===== config.mk =====
export PLATFORM = sky130hd
export DESIGN_NAME = gget_cfg
export DESIGN_NICKNAME = d
export VERILOG_FILES = /design/src/rtl/core/gray_gradient_edge_threshold_core_assert.svh /design/src/rtl/core/gget_pkg.sv /design/src/rtl/core/gget_cfg.sv
export SDC_FILE = /design/constraint.sdc
export NUM_CORES = 1
export LEC_CHECK = 0
export BUFFER_PORTS_ARGS = -buffer_cell sky130_fd_sc_hd__buf_2
export CAP_MARGIN = 25
export CORE_MARGIN = 2
export CORE_UTILIZATION = 25
export CTS_CLUSTER_DIAMETER = 40
export DETAILED_ROUTE_END_ITERATION = 10
export PLACE_DENSITY = 0.6
export SLEW_MARGIN = 20
export SYNTH_ARGS = -nofsm -noshare
export SYNTH_HDL_FRONTEND = slang
export SYNTH_SLANG_ARGS = --single-unit

===== constraint.sdc =====
create_clock -name clk -period 1.03 [get_ports clk]
set_clock_uncertainty 0.05 [all_clocks]
set_input_delay 0.1545 -clock clk [delete_from_list [all_inputs] [get_ports clk]]
set_output_delay 0.1545 -clock clk [all_outputs]
set_load 0.02 [all_outputs]

===== src/rtl/core/gray_gradient_edge_threshold_core_assert.svh =====
// ---------------------------------------------------------------------------
// Assertion macros for the gray gradient edge threshold core
// Two macros, one for a same-cycle implication and one for next-cycle.
// ---------------------------------------------------------------------------
`ifndef GRAY_GRADIENT_EDGE_THRESHOLD_CORE_ASSERT_SVH
`define GRAY_GRADIENT_EDGE_THRESHOLD_CORE_ASSERT_SVH

`ifndef ASSERT_OFF
// same-cycle implication
`define GGET_ASSERT_IMP(lbl, clk, rst_n, ante, cons) \
  lbl: assert property (@(posedge clk) disable iff (!rst_n) (ante) |-> (cons)) \
    else $error("gget assertion failed");
// next-cycle implication
`define GGET_ASSERT_NXT(lbl, clk, rst_n, ante, cons) \
  lbl: assert property (@(posedge clk) disable iff (!rst_n) (ante) |=> (cons)) \
    else $error("gget assertion failed");
`else
`define GGET_ASSERT_IMP(lbl, clk, rst_n, ante, cons)
`define GGET_ASSERT_NXT(lbl, clk, rst_n, ante, cons)
`endif

`endif


===== src/rtl/core/gget_pkg.sv =====
// ---------------------------------------------------------------------------
// gget_pkg
// Types and constants shared by the edge threshold core.
// ---------------------------------------------------------------------------
`timescale 1ns / 1ps
`default_nettype none

package gget_pkg;

  localparam int PIX_W    = 8;
  localparam int SIZE_W   = 11;
  localparam int OUT_POS_W = 10;
  localparam int SIZE_CMP_W = 14;   // holds sizes up to 16383
  localparam int SUM_W    = 10;

  // x / 3 == (x * 683) >> 11 for all x below 2048
  localparam int GRAY_RECIP = 683;
  localparam int GRAY_SHIFT = 11;
  localparam int PROD_W     = 20;

  localparam logic [PIX_W-1:0] VAL_EDGE = 8'd0;
  localparam logic [PIX_W-1:0] VAL_FLAT = 8'd255;

  // configuration register map
  localparam int CFG_ADDR_W = 4;
  localparam int CFG_DATA_W = 32;
  localparam logic [1:0] REG_WIDTH     = 2'd0;
  localparam logic [1:0] REG_HEIGHT    = 2'd1;
  localparam logic [1:0] REG_THRESHOLD = 2'd2;

  localparam logic [SIZE_W-1:0] WIDTH_RST     = 11'd1024;
  localparam logic [SIZE_W-1:0] HEIGHT_RST    = 11'd1024;
  localparam logic [PIX_W-1:0]  THRESHOLD_RST = 8'd40;

  typedef struct packed {
    logic [SIZE_W-1:0] width;
    logic [SIZE_W-1:0] height;
    logic [PIX_W-1:0]  threshold;
  } gget_cfg_t;

  // position flags of one pixel
  typedef struct packed {
    logic has_upper;   // a row lies above, so a result is owed for it
    logic last_col;
    logic last_row;
  } gget_flags_t;

endpackage

`default_nettype wire


===== src/rtl/core/gget_cfg.sv =====
// ---------------------------------------------------------------------------
// gget_cfg
// APB register file: width, height, threshold.
// ---------------------------------------------------------------------------
`timescale 1ns / 1ps
`default_nettype none

module gget_cfg (
  input  wire logic                               clk,
  input  wire logic                               rst_n,
  input  wire logic                               psel,
  input  wire logic                               penable,
  input  wire logic                               pwrite,
  input  wire logic [gget_pkg::CFG_ADDR_W-1:0]    paddr,
  input  wire logic [gget_pkg::CFG_DATA_W-1:0]    pwdata,
  output logic      [gget_pkg::CFG_DATA_W-1:0]    prdata,
  output logic                                    pready,
  output gget_pkg::gget_cfg_t                     cfg
);

  gget_pkg::gget_cfg_t cfg_r;
  logic                wr_en;
  logic [1:0]          reg_idx;

  assign pready  = 1'b1;
  assign reg_idx = paddr[3:2];
  assign wr_en   = psel && penable && pwrite;
  assign cfg     = cfg_r;

  always_ff @(posedge clk) begin
    if (!rst_n) begin
      cfg_r.width     <= gget_pkg::WIDTH_RST;
      cfg_r.height    <= gget_pkg::HEIGHT_RST;
      cfg_r.threshold <= gget_pkg::THRESHOLD_RST;
    end else if (wr_en) begin
      unique case (reg_idx)
        gget_pkg::REG_WIDTH:     cfg_r.width     <= pwdata[gget_pkg::SIZE_W-1:0];
        gget_pkg::REG_HEIGHT:    cfg_r.height    <= pwdata[gget_pkg::SIZE_W-1:0];
        gget_pkg::REG_THRESHOLD: cfg_r.threshold <= pwdata[gget_pkg::PIX_W-1:0];
        default: ;
      endcase
    end
  end

  always_comb begin
    unique case (reg_idx)
      gget_pkg::REG_WIDTH:     prdata = gget_pkg::CFG_DATA_W'(cfg_r.width);
      gget_pkg::REG_HEIGHT:    prdata = gget_pkg::CFG_DATA_W'(cfg_r.height);
      gget_pkg::REG_THRESHOLD: prdata = gget_pkg::CFG_DATA_W'(cfg_r.threshold);
      default:                 prdata = '0;
    endcase
  end

endmodule

`default_nettype wire


==> results_dict.tcl <==
set metrics [dict create \
    synth_area_leaders "dfxtp_1, mux2i_1, buf_4, nand2_1, o21ai_0" \
    post-synth-top-count-cell "nand2_1" \
    largest_reg_flops 30 \
    setup_viol 24 \
    grt_first_pass_wirelength_um 6220 \
    netlist_area_mm2 0.00155 \
    cp.required_ps 830 \
    cp.arrival_ps 990 \
    cp_num_buf_inv 1 \
    hold_violations 0 \
    vias 1407 \
    cts_buffers 5 \
    endpoint_kind "primary output" \
    clock-root-buffer "clkbuf_8" \
    grt_usage 0.124 \
    cts_num_sinks 30 \
    fill_cells 581 \
    io_buffers 58 \
    grt_pass1_vias 1268 \
    antenna_found_initial 0 \
    core_mm2 0.00596 \
    area_growth_pct 60.7 \
    synth_ff_type "dfxtp_1" \
    pin_count 104 \
    max_stage_delay_ps 320 \
    die_height_um 82.8 \
    vias_per_cell 4.21 \
    yosysTopAreaCell "dfxtp_1" \
    syn_inst 173 \
    yosysTopAreaCellShare 0.387 \
    diodes 0 \
    syn_avg_cell_area_um2 8.97 \
    status "finished, violations left" \
    setup_slack_ps -165 \
    rows 28 \
    post_dp_cell_area_mm2 0.00202 \
    crit_type "reg2out" \
    detail_route.iter0.violations 48 \
    die_w_um 82.8 \
    path_delay_family "flip-flops" \
    synth_edf_count 0 \
    fmax_mhz 837 \
    cp_max_fo 2 \
    netlist_top_cells_count "nand2_1, mux2i_1, dfxtp_1" \
    nNetsFinal 299 \
    wl_per_cell_um 12.4 \
    cpMaxStageDelayCell "dfxtp_2" \
    yosys_warnings 0 \
    dr.pass1.iters 4 \
    power_density_mw_per_mm2 1040 \
    rsz0062_at_grt "true" \
    die_area_mm2 0.00685 \
    hold_buffers 0 \
    slew_viol_final 0 \
    routed_wirelength_um 4150 \
    cts_tree "done" \
    htree_levels 2 \
    start_kind "flop" \
    grt_max_degree 20 \
    layout_min_cycle_time_ps 1190 \
    clock_latency_ps 280 \
    design_area_mm2 0.00249 \
    seq_area_frac_synth 0.387 \
    synthArstFlopShare 0 \
    hpwl_um 2940 \
    leakage_nw 1.19 \
    synth-seq-cells 30 \
    synth.distinct_cells 19 \
    gp_congestion 0.721 \
    clk_pin_slew_ps 70 \
    fin_hold_ws_ps 80.4 \
    hold_path.class "in2reg" \
    clock_path_buffers 2 \
    grt-ovfl-total 0 \
    drc 0 \
    antenna_left 0 \
    path_cells "mux2i_2, o21ai_2, buf_6" \
    start_util 0.261 \
    vdd_drop_max_v 0.000708 \
    drive_above_1_share 0.541 \
    maxCapViolCount 0 \
    fin_crit_sh 1.16 \
    failed_checks "negative setup slack" \
]
## what timing repair did
item / in CTS / in global routing
setup endpoints to repair: 13 / 30
pin swaps: 1 / 1
setup buffers: 12 / 4
gates resized for setup: 79 / 21
## through the flow
| step | setup WS, ps | total power [mW] | util | setup TNS (ps) | std cells |
|---|---|---|---|---|---|
| 2_1_floorplan | 5.24 | 1.50 | - | 0 | 193 |
| 5_1_grt | -218 | 2.71 | 0.419 | -2530 | 334 |
| 3_3_place_gp | -161 | 1.59 | 0.340 | -3770 | 311 |
| 4_1_cts | -212 | 2.62 | 0.406 | -1890 | 331 |
| 6_report | -165 | 2.60 | 0.419 | -1720 | 334 |
| 3_5_place_dp | -154 | 1.59 | 0.340 | -3980 | 311 |
## metal layers
layer | up-vias | global-route usage | part of all wire
met5 | - | 0 | 0
met1 | 654 | 0.152 | 0.41
met4 | 0 | 0.0295 | 0.0099
met2 | 46 | 0.210 | 0.51
li1 | 701 | - | -
met3 | 6 | 0.0433 | 0.066
## where the power goes
group,total [mW],switching [mW],internal [mW],leakage [nW]
Combinational,0.428,0.246,0.181,0.892
Clock,0.986,0.447,0.538,0.0482
Sequential,1.19,0.0119,1.18,0.251
Total,2.60,0.706,1.90,1.19
## worst min-delay path, stage by stage
cell and delay (ps):
buf_2 100, nand2_1 60, mux2i_1 60
## path summary, 6_finish.rpt
kind	end	cells past startpoint	slack, ps	from
worst min-delay path	cfg[17]	3	80	pwdata[9]
worst min register to register	cfg[20]	2	420	cfg[20]
worst max register to register	cfg[19]	4	210	cfg[19]
worst max-delay path	prdata[3]	3	-160	cfg[22]
## cells in the final DEF, fill, tap and decap left out, drive strengths merged
cell / n
nand2: 44
buf: 91
nor3b: 1
and3: 1
conb: 22
dfxtp: 30
and2: 1
inv: 2
nand3b: 1
nand3: 2
clkbuf: 7
nor2: 3
nor2b: 4
clkinv: 1
o211ai: 2
o21ai: 8
mux2i: 39
## kinds of logic after synthesis
| family | Yosys count | share of synthesized area |
|---|---|---|
| compound gates | 10 | 0.0355 |
| buf+inv | 35 | 0.156 |
| flops | 30 | 0.387 |
| mux | 39 | 0.252 |
| other cells | 2 | 0.00484 |
| simple gates | 57 | 0.165 |
## layout make-up
cell class              instances  area [um^2]  area share
repair buffers                 91          833       0.334
clock inverters                 1         5.00     0.00201
well taps                      75         93.8      0.0376
multi-input cells             128          836       0.335
clock buffers                   7         86.3      0.0346
flip-flops and latches         30          632       0.253
inverters                       2         7.51     0.00301
(Power assumes the default switching activity.)
