## src/rtl/core/gray_gradient_edge_threshold_core_assert.svh

```systemverilog
// ---------------------------------------------------------------------------
// Assertion macros for the gray gradient edge threshold core
// Two macros, one for a same-cycle implication and one for next-cycle.
// ---------------------------------------------------------------------------
`ifndef GRAY_GRADIENT_EDGE_THRESHOLD_CORE_ASSERT_SVH
`define GRAY_GRADIENT_EDGE_THRESHOLD_CORE_ASSERT_SVH

`ifndef ASSERT_OFF
// same-cycle implication
`define GGET_ASSERT_IMP(lbl, clk, rst_n, ante, cons) \
  lbl: assert property (@(posedge clk) disable iff (!rst_n) (ante) |-> (cons)) \
    else $error("gget assertion failed");
// next-cycle implication
`define GGET_ASSERT_NXT(lbl, clk, rst_n, ante, cons) \
  lbl: assert property (@(posedge clk) disable iff (!rst_n) (ante) |=> (cons)) \
    else $error("gget assertion failed");
`else
`define GGET_ASSERT_IMP(lbl, clk, rst_n, ante, cons)
`define GGET_ASSERT_NXT(lbl, clk, rst_n, ante, cons)
`endif

`endif

```

## src/rtl/core/gget_pkg.sv

```systemverilog
// ---------------------------------------------------------------------------
// gget_pkg
// Types and constants shared by the edge threshold core.
// ---------------------------------------------------------------------------
`timescale 1ns / 1ps
`default_nettype none

package gget_pkg;

  localparam int PIX_W    = 8;
  localparam int SIZE_W   = 11;
  localparam int OUT_POS_W = 10;
  localparam int SIZE_CMP_W = 14;   // holds sizes up to 16383
  localparam int SUM_W    = 10;

  // x / 3 == (x * 683) >> 11 for all x below 2048
  localparam int GRAY_RECIP = 683;
  localparam int GRAY_SHIFT = 11;
  localparam int PROD_W     = 20;

  localparam logic [PIX_W-1:0] VAL_EDGE = 8'd0;
  localparam logic [PIX_W-1:0] VAL_FLAT = 8'd255;

  // configuration register map
  localparam int CFG_ADDR_W = 4;
  localparam int CFG_DATA_W = 32;
  localparam logic [1:0] REG_WIDTH     = 2'd0;
  localparam logic [1:0] REG_HEIGHT    = 2'd1;
  localparam logic [1:0] REG_THRESHOLD = 2'd2;

  localparam logic [SIZE_W-1:0] WIDTH_RST     = 11'd1024;
  localparam logic [SIZE_W-1:0] HEIGHT_RST    = 11'd1024;
  localparam logic [PIX_W-1:0]  THRESHOLD_RST = 8'd40;

  typedef struct packed {
    logic [SIZE_W-1:0] width;
    logic [SIZE_W-1:0] height;
    logic [PIX_W-1:0]  threshold;
  } gget_cfg_t;

  // position flags of one pixel
  typedef struct packed {
    logic has_upper;   // a row lies above, so a result is owed for it
    logic last_col;
    logic last_row;
  } gget_flags_t;

endpackage

`default_nettype wire

```

## src/rtl/core/gget_if.sv

```systemverilog
// ---------------------------------------------------------------------------
// gget_if
// Valid/ready channels for incoming pixels and outgoing results.
// ---------------------------------------------------------------------------
`timescale 1ns / 1ps
`default_nettype none


interface gget_res_if;
  logic       valid;
  logic       ready;
  logic [7:0] out_value;
  logic [9:0] out_column;
  logic [9:0] out_row;
  logic       last_of_run;
  logic       end_of_frame;

  modport source (output valid, out_value, out_column, out_row, last_of_run, end_of_frame,
                  input ready);
  modport sink   (input valid, out_value, out_column, out_row, last_of_run, end_of_frame,
                  output ready);
endinterface

`default_nettype wire

```

## src/rtl/core/gget_emit.sv

```systemverilog
// ---------------------------------------------------------------------------
// gget_emit
// Result stage: holds one pixel, decides edge/flat, issues up to two beats
// through an output register.
// ---------------------------------------------------------------------------
`timescale 1ns / 1ps
`default_nettype none

`include "gray_gradient_edge_threshold_core_assert.svh"

module gget_emit #(
  parameter int CW = 10,
  parameter int RW = 10
) (
  input  wire logic                          clk,
  input  wire logic                          rst_n,
  input  wire logic                          load,
  input  wire logic [gget_pkg::PIX_W-1:0]    gray,
  input  wire logic [gget_pkg::PIX_W-1:0]    above,
  input  wire logic [CW-1:0]                 col,
  input  wire logic [RW-1:0]                 row,
  input  wire gget_pkg::gget_flags_t         flags,
  input  wire logic [gget_pkg::PIX_W-1:0]    right,      // line buffer read, valid while held
  input  wire logic [gget_pkg::PIX_W-1:0]    threshold,
  output logic                               free,
  gget_res_if.source                         res
);

  logic                       s1_valid_r;
  logic                       s1_phase_r;   // upper beat already issued
  logic [gget_pkg::PIX_W-1:0] s1_gray_r;
  logic [gget_pkg::PIX_W-1:0] s1_above_r;
  logic [CW-1:0]              s1_col_r;
  logic [RW-1:0]              s1_row_r;
  gget_pkg::gget_flags_t      s1_flags_r;

  logic                       out_valid_r;
  logic [gget_pkg::PIX_W-1:0] out_value_r;
  logic [gget_pkg::OUT_POS_W-1:0] out_col_r;
  logic [gget_pkg::OUT_POS_W-1:0] out_row_r;
  logic                       out_last_r;
  logic                       out_eof_r;

  logic                       pend_upper;
  logic                       need_push;
  logic                       out_room;
  logic                       push;
  logic                       done;
  logic [gget_pkg::PIX_W-1:0] d_right;
  logic [gget_pkg::PIX_W-1:0] d_below;
  logic                       is_edge;
  logic [gget_pkg::PIX_W-1:0] upper_val;
  logic [RW-1:0]              upper_row;

  assign pend_upper = s1_flags_r.has_upper && !s1_phase_r;
  assign need_push  = s1_valid_r && (pend_upper || s1_flags_r.last_row);
  assign out_room   = !out_valid_r || res.ready;
  assign push       = need_push && out_room;
  assign done       = s1_valid_r &&
                      (!need_push || (push && !(pend_upper && s1_flags_r.last_row)));
  assign free       = !s1_valid_r || done;

  always_comb begin
    d_right   = (s1_above_r >= right) ? s1_above_r - right : right - s1_above_r;
    d_below   = (s1_above_r >= s1_gray_r) ? s1_above_r - s1_gray_r : s1_gray_r - s1_above_r;
    is_edge   = (d_right >= threshold) || (d_below >= threshold);
    upper_row = s1_row_r - RW'(1);
    if (s1_flags_r.last_col) begin
      upper_val = s1_above_r;
    end else begin
      upper_val = is_edge ? gget_pkg::VAL_EDGE : gget_pkg::VAL_FLAT;
    end
  end

  always_ff @(posedge clk) begin
    if (!rst_n) begin
      s1_valid_r <= 1'b0;
      s1_phase_r <= 1'b0;
    end else if (load) begin
      s1_valid_r <= 1'b1;
      s1_phase_r <= 1'b0;
    end else if (done) begin
      s1_valid_r <= 1'b0;
      s1_phase_r <= 1'b0;
    end else if (push) begin
      s1_phase_r <= 1'b1;
    end
  end

  always_ff @(posedge clk) begin
    if (load) begin
      s1_gray_r  <= gray;
      s1_above_r <= above;
      s1_col_r   <= col;
      s1_row_r   <= row;
      s1_flags_r <= flags;
    end
  end

  always_ff @(posedge clk) begin
    if (!rst_n) begin
      out_valid_r <= 1'b0;
    end else if (push) begin
      out_valid_r <= 1'b1;
    end else if (res.ready) begin
      out_valid_r <= 1'b0;
    end
  end

  always_ff @(posedge clk) begin
    if (push) begin
      out_col_r <= gget_pkg::OUT_POS_W'(s1_col_r);
      if (pend_upper) begin
        out_value_r <= upper_val;
        out_row_r   <= gget_pkg::OUT_POS_W'(upper_row);
        out_last_r  <= !s1_flags_r.last_row;
        out_eof_r   <= 1'b0;
      end else begin
        out_value_r <= s1_gray_r;
        out_row_r   <= gget_pkg::OUT_POS_W'(s1_row_r);
        out_last_r  <= 1'b1;
        out_eof_r   <= s1_flags_r.last_col;
      end
    end
  end

  assign res.valid        = out_valid_r;
  assign res.out_value    = out_value_r;
  assign res.out_column   = out_col_r;
  assign res.out_row      = out_row_r;
  assign res.last_of_run  = out_last_r;
  assign res.end_of_frame = out_eof_r;

  `GGET_ASSERT_IMP(a_quiet_done, clk, rst_n,
    s1_valid_r && !s1_flags_r.has_upper && !s1_flags_r.last_row, done)
  `GGET_ASSERT_IMP(a_phase_only_two, clk, rst_n,
    s1_phase_r, s1_valid_r && s1_flags_r.has_upper && s1_flags_r.last_row)
  `GGET_ASSERT_IMP(a_eof_is_last, clk, rst_n,
    out_valid_r && out_eof_r, out_last_r)
  `GGET_ASSERT_NXT(a_no_load_busy, clk, rst_n,
    s1_valid_r && !done && !load, s1_valid_r)

endmodule

`default_nettype wire

```

## src/flat_wrapper.sv

```systemverilog
// flat-port wrapper written by rule: the top's interface ports become plain ports
module gget_emit_flat 
#(
  parameter int CW = 10,
  parameter int RW = 10
)
  (clk, rst_n, load, gray, above, col, row, flags, right, threshold, free, res_valid, res_out_value, res_out_column, res_out_row, res_last_of_run, res_end_of_frame, res_ready);
  gget_res_if res_i ();
  input  wire logic clk;
  input  wire logic rst_n;
  input  wire logic load;
  input  wire logic [gget_pkg::PIX_W-1:0] gray;
  input  wire logic [gget_pkg::PIX_W-1:0] above;
  input  wire logic [CW-1:0] col;
  input  wire logic [RW-1:0] row;
  input  wire gget_pkg::gget_flags_t flags;
  input  wire logic [gget_pkg::PIX_W-1:0] right;
  input  wire logic [gget_pkg::PIX_W-1:0] threshold;
  output logic free;
  output wire logic [$bits(res_i.valid)-1:0] res_valid;
  output wire logic [$bits(res_i.out_value)-1:0] res_out_value;
  output wire logic [$bits(res_i.out_column)-1:0] res_out_column;
  output wire logic [$bits(res_i.out_row)-1:0] res_out_row;
  output wire logic [$bits(res_i.last_of_run)-1:0] res_last_of_run;
  output wire logic [$bits(res_i.end_of_frame)-1:0] res_end_of_frame;
  input wire logic [$bits(res_i.ready)-1:0] res_ready;
  assign res_valid = res_i.valid;
  assign res_out_value = res_i.out_value;
  assign res_out_column = res_i.out_column;
  assign res_out_row = res_i.out_row;
  assign res_last_of_run = res_i.last_of_run;
  assign res_end_of_frame = res_i.end_of_frame;
  assign res_i.ready = res_ready;
  gget_emit #(.CW(CW), .RW(RW)) u_core (.clk(clk), .rst_n(rst_n), .load(load), .gray(gray), .above(above), .col(col), .row(row), .flags(flags), .right(right), .threshold(threshold), .free(free), .res(res_i));
endmodule
```

## config.mk

```make
export PLATFORM = sky130hd
export DESIGN_NAME = gget_emit_flat
export DESIGN_NICKNAME = d
export VERILOG_FILES = /design/src/rtl/core/gget_pkg.sv /design/src/rtl/core/gget_if.sv /design/src/rtl/core/gget_emit.sv /design/src/flat_wrapper.sv
export VERILOG_INCLUDE_DIRS = /design/src /design/src/rtl/core
export SDC_FILE = /design/constraint.sdc
export NUM_CORES = 1
export LEC_CHECK = 0
export BUFFER_PORTS_ARGS = -buffer_cell sky130_fd_sc_hd__buf_2
export CORE_MARGIN = 2
export CORE_UTILIZATION = 50
export DETAILED_ROUTE_END_ITERATION = 10
export GPL_ROUTABILITY_DRIVEN = 0
export GPL_TIMING_DRIVEN = 0
export PLACE_DENSITY = 0.74
export SLEW_MARGIN = 40
export SYNTH_ARGS = -nofsm -noshare
export SYNTH_HDL_FRONTEND = slang
export SYNTH_SLANG_ARGS = --single-unit
```

## constraint.sdc

```tcl
create_clock -name clk -period 11.1 [get_ports clk]
set_clock_uncertainty 0.1 [all_clocks]
set_input_delay 0.555 -clock clk [delete_from_list [all_inputs] [get_ports clk]]
set_output_delay 0.555 -clock clk [all_outputs]
set_load 0.03 [all_outputs]
```

==> reports/results.ini <==
[outcome]
status = finished clean

[worst_setup_path]
cp_max_fo = 8
path_cells = inv_1 > ha_1 > inv_1 > fa_1 > a21o_1 > a211oi_2 > o221ai_4 > mux2_4 > a2111oi_1 > nor4bb_1 > ha_1 > a221o_1 > a311oi_1 > o221ai_2 > o211ai_1
rr_endpoint = u_core.res.out_value[4]
critPathArrivalTime_ps = 4570
crit_path_start_kind = register
required_ps = 11170
crit_buf_inv = 2
reg2reg_depth = 15
end_kind = register
r2r-start = u_core.s1_above_r[0]
cp_top_family = compound AO/OA/AOI/OAI gates
cp_slowest_stage_delay_ps = 490
cp_slowest_cell = edfxtp_1
worst-setup-path-type = register to register
reg2reg_setup_slack_ps = 6600

[logic_synthesis]
synthesis.area_mm2 = 0.00424
ys_seq_area_share_pct = 50.3
yosysTopAreaCellShare_pct = 48.9
synth_edf_count = 69
synth.avg_cell_area_um2 = 11.8
ys_warn_count = 0
ys_ff_latch = 72
synth_cells = 358
async_reset_ff_share_pct = 0
yosys-top-cells-area = edfxtp_1, ha_1, inv_1, xnor2_1, a21oi_1
syn-num-nets = 468
yosysTopAreaCell = edfxtp_1
ys_types = 50
synth_top_flop_cell = edfxtp_1

[clock_tree]
cts_setup_buffers = 0
cts_tree = done
cts_sinks = 72
cts-root-buf = clkbuf_8
clock_latency_ps = 340
path_clk_slew_ps = 80
cts_resized = 0
cts_made_buffers = 9
postCtsHoldBufs = 0
cts_htree_levels = 3
clockBufferDepth = 2

[die]
die_w_um = 96.1
initial_core_util_pct = 51.6
io_pins = 91
die_y_um = 96.1
dieArea_mm2 = 0.00923
rows = 33
core_area_mm2 = 0.00822

[placement]
portBuffers = 90
hpwl_mm = 6.69
pre_cts_ws_ps = 6630

[power_and_ir_drop]
finalPower_uw = 765
p_per_area_mw_per_mm2 = 150
p_switching_uw = 225
ir_worst_vdd_uv = 95.1
p_comb_share_pct = 27.2
p_clk_share_pct = 29.3
sw_frac_of_total_pct = 29.4
seqPwrFrac_pct = 43.5
p_leak_uw = 0.00225
intPower_uw = 540

[layout]
final_common_cell = buf_2
mostFrequentLayoutCells = buf_2, edfxtp_1, inv_1, ha_1, a21oi_1
nets = 570
drive_gt1_share_pct = 26.7
areaGrowthSynthToFinish_pct = 19.9
diodes = 0

[sta]
slew_violations = 0
setup_viol = 0
tightestPinTransition_ps = 589
setup_ws_ps = 6600
finalSetupTns_ps = 0
slew_headroom_pct = 60.7
finalCritPeriodShare_pct = 40.5
fmax_mhz = 222
finalCriticalPeriod_ps = 4500
rsz0062_at_grt = false
final_hold_viol_count = 0

[hold_path]
hold_start = row[9]
min_path_type = input port to register
whs_path_depth = 1
worstHoldEndpoint = u_core.s1_row_r[9]

[global_routing]
grt.overflow.total = 0
first_global_vias = 2971
antenna_found_initial = 0
grt_usage_pct = 19.4
grt_max_degree = 42
grt_pass1_wl_mm = 13.5

[drt]
first_pass_iters = 4
ant_nets = 0
wl_mm = 8.57
drt-initial-drc-count = 197
drc = 0
avgRoutedWirePerCell_um = 15.0
vias = 3008
vias_per_cell = 5.28

[job]
cap_violations = 0

==> state kept, by name (all words and copies together) (netlist names), 3 cells and up <==
signal                 cells
u_core.res.out_value       8
u_core.res.out_row        10
u_core.s1_flags_r          3
u_core.s1_col_r           10
u_core.s1_row_r           10
u_core.res.out_column     10
u_core.s1_above_r          8
u_core.s1_gray_r           8
==> worst register-to-register path: cells and delay by family, from the launching register on <==
family,cells,cell delay (ps)
AOI/OAI and AO/OA,8,2300
adders and majority gates,3,760
buffers and inverters,2,200
and+or+nand+nor,1,120
muxes,1,360
DFF,1,490
==> power groups by stage <==
stage	combinational, uW	sequential (uW)	clock [uW]
final	208	333	224
after global routing	234	335	241
after CTS	208	333	231
after detailed placement	207	339	0
after global placement	197	339	0
after floorplan	137	351	0
==> kinds of logic after synthesis <==
family,share of synthesized area [%]
mux,3.33
fa+ha+maj,16.0
buf+inv,5.02
simple gates,9.47
compound gates,12.0
flops,50.3
xor+xnor,3.92
==> worst max-delay path by stage <==
stage,cells after the start,slack [ps],end,from
detailed placement,15,6630,u_core.res.out_value[4],right[0]
CTS,15,6640,u_core.res.out_value[4],u_core.s1_above_r[0]
global route,15,6430,u_core.res.out_value[0],u_core.s1_above_r[0]
global placement,15,6490,u_core.res.out_value[3],right[0]
floorplan,14,7140,u_core.res.out_value[0],right[0]
finish,15,6600,u_core.res.out_value[4],u_core.s1_above_r[0]
==> through the flow <==
step	utilization [%]	hold WS (ps)	area, um2	std cells
2_1_floorplan	-	300	4240	358
3_3_place_gp	58.7	301	4820	553
3_5_place_dp	59.2	305	4860	554
4_1_cts	61.9	269	5080	570
5_1_grt	61.9	260	5090	570
6_report	61.9	283	5090	570
==> synthesized netlist by cell type, drive strengths merged (2+ instances only) <==
cell	count
xor2	7
fa	4
o211ai	11
buf	4
nand2b	4
a21o	10
nor2b	10
nand4	5
a22oi	2
or3	2
mux2i	7
clkbuf	3
ha	47
mux2	6
nand2	17
xnor2	12
inv	47
o221ai	3
nand3	14
a31oi	2
dfxtp	3
and2	2
nor3	7
edfxtp	69
nor2	5
a21oi	21
o21ai	17
==> area by class of cell <==
class,count,area [um2]
clock inverter,6,92.6
buffer,7,36.3
tap,105,131
inverter,47,176
timing repair buffer,91,480
multi-input combinational,232,1910
clock buffer,10,128
sequential,72,2130
fill,659,3130
==> per-layer routing <==
metal / global-route usage, % / wire (um) / vias up
li1: - / - / 1506
met1: 25.9 / 3760 / 1407
met2: 31.8 / 4170 / 84
met3: 4.07 / 525 / 11
met4: 5.83 / 118 / 0
met5: 0 / 0 / -
Power figures use the tool's default switching activity.
